<file path="src/rtl/bia_pkg.sv">
// Shared types, codes and constants of the bitmap index allocator.
package bia_pkg;

	// Field widths
	localparam int IDX_W   = 10;
	localparam int SIZE_W  = 11;
	localparam int KIND_W  = 1;
	localparam int STAT_W  = 2;

	// Bitmap organization
	localparam int CAPACITY_DEF = 1024;
	localparam int WORD_BITS    = 64;
	localparam int BIT_SEL_W    = 6;
	localparam int MAX_INDICES  = 2048;

	localparam logic [SIZE_W-1:0] SIZE_RESET = SIZE_W'(1024);

	// Request kinds
	localparam logic [KIND_W-1:0] KIND_ALLOC   = 1'b0;
	localparam logic [KIND_W-1:0] KIND_RELEASE = 1'b1;

	// Result status codes
	typedef enum logic [STAT_W-1:0] {
		STATUS_OK      = 2'd0,
		STATUS_NO_FREE = 2'd1,
		STATUS_INVALID = 2'd2
	} resp_code_t;

	// Request sequencer states
	typedef enum logic {
		ST_IDLE,
		ST_UPDATE
	} state_t;

endpackage

</file>
<file path="src/rtl/bia_if.sv">
// Valid/ready channel interfaces for allocator requests and results.
interface bia_req_if import bia_pkg::*; ();
	logic              valid;
	logic              ready;
	logic [KIND_W-1:0] kind;
	logic [IDX_W-1:0]  index;

	modport source (output valid, output kind, output index, input ready);
	modport sink   (input valid, input kind, input index, output ready);
endinterface

interface bia_rsp_if import bia_pkg::*; ();
	logic              valid;
	logic              ready;
	logic [STAT_W-1:0] status;
	logic [IDX_W-1:0]  granted_index;
	logic [SIZE_W-1:0] free_left;

	modport source (output valid, output status, output granted_index, output free_left,
		input ready);
	modport sink   (input valid, input status, input granted_index, input free_left,
		output ready);
endinterface

</file>
<file path="src/rtl/bitmap_index_allocator.sv">
// Bitmap index allocator: lowest-free-first identifier allocation and release.
//
// Each request takes an accept cycle and an update cycle: the accept cycle reads
// one 64-bit word of the free bitmap from a synchronous memory, and the update
// cycle modifies that word, writes it back and loads the result register. A new
// request can be taken from the cycle after the write, if no result waits unread.
// The word to read for an allocate comes from a per-word "has free" summary in
// flip-flops; a per-word valid bit makes a word that was not written since reset
// or the last size write read as all free, so a size write takes effect at once
// with no clearing pass. Writing the size register (clamped to CAPACITY) frees
// every index and sets the free count to the size; write it only while idle.
module bitmap_index_allocator import bia_pkg::*; #(
	parameter int CAPACITY = CAPACITY_DEF
) (
	input  logic              clk,
	input  logic              arst_n,
	input  logic              cfg_we,
	input  logic [SIZE_W-1:0] cfg_wdata,
	bia_req_if.sink           req,
	bia_rsp_if.source         rsp
);

	// Only indices below the largest writable size are ever used
	localparam int EFF     = (CAPACITY < MAX_INDICES) ? CAPACITY : MAX_INDICES;
	localparam int WORDS   = (EFF + WORD_BITS - 1) / WORD_BITS;
	localparam int AW      = (WORDS > 1) ? $clog2(WORDS) : 1;
	localparam logic [16:0] CAP_W = 17'(CAPACITY);
	localparam logic [IDX_W-1:0] WORDS_W = IDX_W'(WORDS);

	// Clamp a size value to the capacity
	function automatic logic [SIZE_W-1:0] clamp_size(input logic [SIZE_W-1:0] v);
		clamp_size = (17'(v) > CAP_W) ? SIZE_W'(CAPACITY) : v;
	endfunction

	state_t state_q, state_d;

	logic [WORD_BITS-1:0] mem [WORDS];
	logic [WORD_BITS-1:0] rdata_s1;
	logic [WORDS-1:0]     valid_q;
	logic [WORDS-1:0]     sum_q;
	logic [SIZE_W-1:0]    size_q;
	logic [SIZE_W-1:0]    count_q;

	logic [KIND_W-1:0] kind_s1;
	logic [IDX_W-1:0]  idx_s1;
	logic [AW-1:0]     addr_s1;

	logic              out_valid_q;
	logic [STAT_W-1:0] out_status_q;
	logic [IDX_W-1:0]  out_grant_q;
	logic [SIZE_W-1:0] out_free_q;

	logic accept, upd;
	logic [AW-1:0] rd_addr, alloc_addr;
	logic [IDX_W-1:0] rel_word;

	// Sequencer: accept, then update
	always_ff @(posedge clk or negedge arst_n) begin
		if (!arst_n) state_q <= ST_IDLE;
		else         state_q <= state_d;
	end

	always_comb begin
		state_d   = state_q;
		req.ready = 1'b0;
		accept    = 1'b0;
		upd       = 1'b0;
		unique case (state_q)
			ST_IDLE: begin
				req.ready = !out_valid_q || rsp.ready;
				accept    = req.valid && req.ready;
				if (accept) state_d = ST_UPDATE;
			end
			ST_UPDATE: begin
				upd     = 1'b1;
				state_d = ST_IDLE;
			end
		endcase
	end

	// Lowest word that still holds a free index
	always_comb begin
		alloc_addr = '0;
		for (int i = WORDS - 1; i >= 0; i--) begin
			if (sum_q[i]) alloc_addr = AW'(i);
		end
	end

	// Word holding a release index; out-of-range indices read word 0 and get rejected
	assign rel_word = req.index >> BIT_SEL_W;
	assign rd_addr  = (req.kind == KIND_RELEASE)
		? ((rel_word < WORDS_W) ? AW'(rel_word) : '0)
		: alloc_addr;

	// Bitmap memory, registered read
	logic                 mem_we;
	logic [WORD_BITS-1:0] mem_wdata;

	always_ff @(posedge clk) begin
		if (mem_we) mem[addr_s1] <= mem_wdata;
		if (accept) rdata_s1 <= mem[rd_addr];
	end

	// Request held for the update cycle
	always_ff @(posedge clk) begin
		if (accept) begin
			kind_s1 <= req.kind;
			idx_s1  <= req.index;
			addr_s1 <= rd_addr;
		end
	end

	// Modify the fetched word
	logic [WORD_BITS-1:0] word, mask;
	logic [BIT_SEL_W-1:0] low_bit, bit_sel;
	logic                 ok;
	resp_code_t           status;
	logic [SIZE_W-1:0]    count_new;
	logic [SIZE_W-1:0]    grant_full;

	always_comb begin
		low_bit = '0;
		for (int i = WORD_BITS - 1; i >= 0; i--) begin
			if (word[i]) low_bit = BIT_SEL_W'(i);
		end
	end

	always_comb begin
		word       = valid_q[addr_s1] ? rdata_s1 : '1;
		bit_sel    = (kind_s1 == KIND_RELEASE) ? idx_s1[BIT_SEL_W-1:0] : low_bit;
		mask       = WORD_BITS'(1) << bit_sel;
		grant_full = (SIZE_W'(addr_s1) << BIT_SEL_W) | SIZE_W'(bit_sel);
		if (kind_s1 == KIND_ALLOC) begin
			ok        = (count_q != '0);
			status    = ok ? STATUS_OK : STATUS_NO_FREE;
			mem_wdata = word & ~mask;
			count_new = count_q - SIZE_W'(1);
		end else begin
			ok        = !((SIZE_W'(idx_s1) >= size_q) || word[bit_sel]);
			status    = ok ? STATUS_OK : STATUS_INVALID;
			mem_wdata = word | mask;
			count_new = count_q + SIZE_W'(1);
		end
		mem_we = upd && ok;
	end

	// Map bookkeeping and size register
	always_ff @(posedge clk or negedge arst_n) begin
		if (!arst_n) begin
			valid_q <= '0;
			sum_q   <= '1;
			size_q  <= clamp_size(SIZE_RESET);
			count_q <= clamp_size(SIZE_RESET);
		end else if (cfg_we) begin
			valid_q <= '0;
			sum_q   <= '1;
			size_q  <= clamp_size(cfg_wdata);
			count_q <= clamp_size(cfg_wdata);
		end else if (mem_we) begin
			valid_q[addr_s1] <= 1'b1;
			sum_q[addr_s1]   <= |mem_wdata;
			count_q          <= count_new;
		end
	end

	// Result register
	always_ff @(posedge clk or negedge arst_n) begin
		if (!arst_n) out_valid_q <= 1'b0;
		else if (upd) out_valid_q <= 1'b1;
		else if (rsp.ready) out_valid_q <= 1'b0;
	end

	always_ff @(posedge clk) begin
		if (upd) begin
			out_status_q <= status;
			out_grant_q  <= (ok && kind_s1 == KIND_ALLOC) ? grant_full[IDX_W-1:0] : '0;
			out_free_q   <= ok ? count_new : count_q;
		end
	end

	assign rsp.valid         = out_valid_q;
	assign rsp.status        = out_status_q;
	assign rsp.granted_index = out_grant_q;
	assign rsp.free_left     = out_free_q;

endmodule
</file>
<file path="src/flat_wrapper.sv">
// flat-port wrapper written by rule: the top's interface ports become plain ports
module bitmap_index_allocator_flat import bia_pkg::*;
#(
	parameter int CAPACITY = CAPACITY_DEF
)
  (clk, arst_n, cfg_we, cfg_wdata, req_valid, req_kind, req_index, req_ready, rsp_valid, rsp_status, rsp_granted_index, rsp_free_left, rsp_ready);
  bia_req_if req_i ();
  bia_rsp_if rsp_i ();
  input  logic clk;
  input  logic arst_n;
  input  logic cfg_we;
  input  logic [SIZE_W-1:0] cfg_wdata;
  input wire logic [$bits(req_i.valid)-1:0] req_valid;
  input wire logic [$bits(req_i.kind)-1:0] req_kind;
  input wire logic [$bits(req_i.index)-1:0] req_index;
  output wire logic [$bits(req_i.ready)-1:0] req_ready;
  output wire logic [$bits(rsp_i.valid)-1:0] rsp_valid;
  output wire logic [$bits(rsp_i.status)-1:0] rsp_status;
  output wire logic [$bits(rsp_i.granted_index)-1:0] rsp_granted_index;
  output wire logic [$bits(rsp_i.free_left)-1:0] rsp_free_left;
  input wire logic [$bits(rsp_i.ready)-1:0] rsp_ready;
  assign req_i.valid = req_valid;
  assign req_i.kind = req_kind;
  assign req_i.index = req_index;
  assign req_ready = req_i.ready;
  assign rsp_valid = rsp_i.valid;
  assign rsp_status = rsp_i.status;
  assign rsp_granted_index = rsp_i.granted_index;
  assign rsp_free_left = rsp_i.free_left;
  assign rsp_i.ready = rsp_ready;
  bitmap_index_allocator #(.CAPACITY(CAPACITY)) u_core (.clk(clk), .arst_n(arst_n), .cfg_we(cfg_we), .cfg_wdata(cfg_wdata), .req(req_i), .rsp(rsp_i));
endmodule
</file>
<file path="config.mk">
export PLATFORM = sky130hd
export DESIGN_NAME = bitmap_index_allocator_flat
export DESIGN_NICKNAME = d
export VERILOG_FILES = /design/src/rtl/bia_pkg.sv /design/src/rtl/bia_if.sv /design/src/rtl/bitmap_index_allocator.sv /design/src/flat_wrapper.sv
export SDC_FILE = /design/constraint.sdc
export NUM_CORES = 2
export LEC_CHECK = 0
export BUFFER_PORTS_ARGS = -buffer_cell sky130_fd_sc_hd__buf_2
export CORE_MARGIN = 2
export CORE_UTILIZATION = 35
export CTS_BUF_LIST = sky130_fd_sc_hd__clkbuf_8
export DETAILED_ROUTE_END_ITERATION = 8
export GPL_ROUTABILITY_DRIVEN = 0
export GPL_TIMING_DRIVEN = 0
export PLACE_DENSITY = 0.53
export SYNTH_ARGS = -nofsm -noshare
export SYNTH_HDL_FRONTEND = slang
export SYNTH_SLANG_ARGS = --single-unit
</file>
<file path="constraint.sdc">
create_clock -name clk -period 9.3 [get_ports clk]
set_input_delay 0.465 -clock clk [delete_from_list [all_inputs] [get_ports clk]]
set_output_delay 0.465 -clock clk [all_outputs]
set_load 0.01 [all_outputs]
</file>
==> key figures <==
Routing
  • WL final: 159.8 mm
  • First-pass DRT Iterations: 8
  • DR vias/cell: 5.611
  • Average wire per standard cell: 25.63 um
  • Initial DRC Count: 3886
  • Post-detailed-route count of antenna-violating nets: 0
  • Number of design rule violations left after detail routing: 0
  • Via count: 34990

Worst hold path
  • Hold_sp: cfg_we
  • Number of cells traversed by the worst hold path: 4
  • End point of the worst hold path: u_core.count_q[10]$_DFFE_PN1P_
  • Hold/Removal Path Class: input pin to register

Yosys
  • Flip-flop cell with the highest count after synthesis: sky130_fd_sc_hd__edfxtp_1
  • Dominant combinational cell family by area after synthesis: compound AO/OA/AOI/OAI gates
  • Async S/R FF share, synth: 4.738%
  • Seq/Total Area, Yosys: 69.79%
  • Proportion of synthesized area in mux cells: 1.747%
  • Share of the synthesized area in compound gates (AO/OA/AOI/OAI): 13.22%
  • Simple-Gate Fraction of Synth Area: 11.67%
  • XOR/XNOR share of the synthesized area: 0.2255%
  • Area share of the leading cell type in the synthesized netlist: 66.97%
  • Count leader, synth: sky130_fd_sc_hd__edfxtp_1
  • Ranking of synthesized cells by area: sky130_fd_sc_hd__edfxtp_1 (67%), sky130_fd_sc_hd__nand2_1 (5.0%), sky130_fd_sc_hd__a211oi_1 (4.0%), sky130_fd_sc_hd__a31oi_1 (3.4%), sky130_fd_sc_hd__and3_1 (3.2%)
  • Commonest cells in the synthesized netlist: sky130_fd_sc_hd__edfxtp_1 (1126), sky130_fd_sc_hd__nand2_1 (675), sky130_fd_sc_hd__a31oi_1 (274), sky130_fd_sc_hd__a211oi_1 (268), sky130_fd_sc_hd__and3_1 (262)
  • Net count of the mapped netlist: 3905
  • Summed instance area of the synthesized netlist: 0.05049 mm2
  • Cell variety after synth: 95
  • Cell accounting for the most synthesized area: sky130_fd_sc_hd__edfxtp_1
  • Syn_area_per_cell: 13.09 um2
  • Count of flip-flops with a built-in enable after synthesis: 1126
  • Gate Count Post-Synth: 3858
  • Post-synthesis register bit count: 1182
  • Post-synthesis adder-cell area fraction: 0.5105%
  • Number of warning messages in the yosys log: 0

STA
  • Setup repair after global routing missed its margin: false
  • Tightest slew margin relative to the limit: -1.753%
  • Max Slew Vio Count: 12
  • Setup total negative slack: 0 ps
  • Post-route minimum period: 7052 ps
  • Share of the clock period used by the worst path: 75.82%
  • Number of hold violations in the final report: 0
  • Setup skew after layout: 85.33 ps
  • Worst Tran Pin Value: 1526 ps
  • Total setup violations reported at the end of the flow: 0
  • Max Freq: 141.8 MHz
  • PnR worst setup slack: 2248 ps
  • Worst hold slack: 161.3 ps

Global routing
  • Antenna violations before repair: 8
  • First-pass GRT wire length: 232.2 mm
  • Total global routing track utilization: 21.40%
  • Vias in the first global route: 33780
  • Final global-route overflow total: 0
  • Pin count of the biggest net entering global routing: 57

Floorplanning
  • Die Footprint: 0.1473 mm2
  • Die Y: 383.8 um
  • Overall die width: 383.8 um
  • IO Pins: 52
  • Std-Cell Core Area: 0.1433 mm2
  • Starting utilization of the core area: 35.23%
  • Number of rows created at floorplan: 139

Clocking
  • CTS tree: yes
  • CTS clock-pin slew for the worst setup and hold paths: 60 ps
  • Worst skew pair latency: 980 ps
  • Number of hold-repair buffers added at the cts stage: 25
  • Maximum buffer depth of the clock tree: 3
  • Clk sink count: 1182
  • Setup Buffers After CTS: 0
  • Gates resized, CTS repair: 0
  • Clock buffers created by TritonCTS: 196
  • Number of levels the H-tree was split into: 4
  • Clock root cell: sky130_fd_sc_hd__clkbuf_8

Finish
  • Footprint of the multi-input gates: 0.01397 mm2
  • Net count, final: 4226
  • Fraction of final layout cells with drive strength greater than 1: 11.44%
  • Storage cell area: 0.03524 mm2
  • Final Instance Area: 0.05790 mm2
  • Filler cell count in the final layout: 13430
  • Layout Area Growth over Synthesis: 14.69%

Pwr
  • Share of total power in sequential cells: 52.9%
  • Fraction of power consumed by combinational cells: 10.2%
  • Power after layout: 11.57 mW
  • Switching Fraction: 26.52%
  • Static leakage: 19.44 nW
  • Largest vdd supply drop: 0.1528 mV
  • Internal Pwr Total: 8.504 mW
  • Total power divided by cell area: 199.9 mW/mm2
  • Net switching power figure: 3.070 mW
  • Share of total power in the clock network: 36.8%

Placement
  • Pre-CTS setup slack: 2615 ps
  • Detail Placement HPWL: 110.5 mm
  • PortBufs: 51
  • Post-Place Cell Area: 0.05401 mm2

Critical path
  • Launching point of the worst reg2reg path: u_core.addr_s1[1]$_DFFE_PP_
  • Critical path data arrival time: 7630 ps
  • Flop-to-flop setup slack: 2250 ps
  • Capture instance of the worst register-to-register path: u_core.mem[11][25]$_DFFE_PP_
  • Worst Path Required: 9880 ps
  • Kind of end point of the critical path: register
  • Number of cells traversed by the worst register-to-register path: 17
  • Classification of the worst setup path: register to register
  • Largest fanout of any net on the critical path: 33
  • Startpoint type of the worst setup path: register

Status
  • Status: finished, violations left
  • Violated checks: max-capacitance violations, max-slew violations

Run
  • Maximum capacitance violations: 1
==> through the flow <==
step,instances,util [%]
4_1_cts,6228,40.36
3_3_place_gp,5812,37.07
6_report,6236,40.41
3_5_place_dp,5856,37.69
2_1_floorplan,3858,-
5_1_grt,6234,40.40
==> power groups by stage <==
stage | combinational (mW) | clock (mW) | sequential [mW]
2_1_floorplan | 0.664 | 0 | 6.20
3_3_place_gp | 1.11 | 0 | 6.24
3_5_place_dp | 1.15 | 0 | 6.23
4_1_cts | 1.17 | 4.35 | 6.12
5_1_grt | 1.27 | 4.58 | 6.13
6_report | 1.19 | 4.26 | 6.12
==> logic make-up (layout without fill, tap and decap cells) <==
group | Yosys count | after routing
multiplexers | 82 | 82
AND/OR/NAND/NOR | 1251 | 1251
AO/OA/AOI/OAI | 952 | 952
XOR/XNOR | 13 | 13
other | 0 | 5
adder cells (fa/ha/maj) | 20 | 20
flip-flops | 1182 | 1182
buffers and inverters | 358 | 828
==> critical path, cell delays in order, from the launching register on <==
cell and delay, ps:
sky130_fd_sc_hd__edfxtp_1 470, sky130_fd_sc_hd__buf_6 200, sky130_fd_sc_hd__nor2b_1 180, sky130_fd_sc_hd__a221oi_1 620, sky130_fd_sc_hd__nand2_1 330, sky130_fd_sc_hd__nand2_1 410, sky130_fd_sc_hd__clkbuf_1 610, sky130_fd_sc_hd__clkbuf_1 690
sky130_fd_sc_hd__nand2_1 110, sky130_fd_sc_hd__o32ai_1 330, sky130_fd_sc_hd__nor4_1 130, sky130_fd_sc_hd__a22oi_1 730, sky130_fd_sc_hd__nor2b_1 210, sky130_fd_sc_hd__buf_2 210, sky130_fd_sc_hd__buf_2 250, sky130_fd_sc_hd__nand3_1 270
sky130_fd_sc_hd__inv_4 550, sky130_fd_sc_hd__buf_16 290
==> layer usage <==
metal | vias up | wire [um] | global-route usage, %
met2 | 1561 | 72730 | 33.23
met3 | 321 | 12450 | 4.399
met4 | 2 | 4472 | 7.277
met5 | - | 7 | 0
met1 | 17480 | 70180 | 29.82
li1 | 15620 | - | -
==> registers in the layout, indices dropped and copies added, names as in the netlist <==
signal and flops:
u_core.count_q 11, u_core.addr_s1 4, u_core.state_q 1, u_core.sum_q 16
u_core.mem 1024, u_core.rsp.free_left 11, u_core.rsp.status 2, u_core.size_q 11
u_core.rdata_s1 64, u_core.idx_s1 10, u_core.valid_q 16, u_core.rsp.valid 1
u_core.kind_s1 1, u_core.rsp.granted_index 10
==> worst max path at each step <==
stage / from / endpoint / slack, ps / depth (start not counted)
2_1_floorplan: u_core.rdata_s1[29]$_DFFE_PP_ / u_core.mem[5][0]$_DFFE_PP_ / 3950 / 14
3_3_place_gp: u_core.rdata_s1[10]$_DFFE_PP_ / u_core.mem[10][38]$_DFFE_PP_ / 130 / 16
3_5_place_dp: u_core.addr_s1[1]$_DFFE_PP_ / u_core.mem[10][38]$_DFFE_PP_ / 2620 / 17
4_1_cts: u_core.addr_s1[1]$_DFFE_PP_ / u_core.mem[10][25]$_DFFE_PP_ / 2600 / 17
5_1_grt: u_core.addr_s1[1]$_DFFE_PP_ / u_core.mem[10][25]$_DFFE_PP_ / 2060 / 17
6_report: u_core.addr_s1[1]$_DFFE_PP_ / u_core.mem[11][25]$_DFFE_PP_ / 2250 / 17
==> placed cells by master (no fill, tap or decap), types with 111 or more instances in the layout <==
master	count
sky130_fd_sc_hd__a211oi_1	268
sky130_fd_sc_hd__a22oi_1	135
sky130_fd_sc_hd__a31oi_1	267
sky130_fd_sc_hd__and3_1	262
sky130_fd_sc_hd__clkbuf_1	239
sky130_fd_sc_hd__clkbuf_8	205
sky130_fd_sc_hd__edfxtp_1	1126
sky130_fd_sc_hd__inv_1	121
sky130_fd_sc_hd__nand2_1	675
sky130_fd_sc_hd__nor2_1	111
==> area by class of cell <==
type	instances	share of cell area [%]
clock inverter	142	1.305
inverter	72	0.5359
multi-input combinational	2318	24.13
clock buffer	205	4.873
antenna	5	0.02161
timing repair buffer	123	2.139
sequential	1182	60.85
tap	1903	4.112
buffer	286	2.025
No activity file was read; power rests on OpenSTA's default activity.
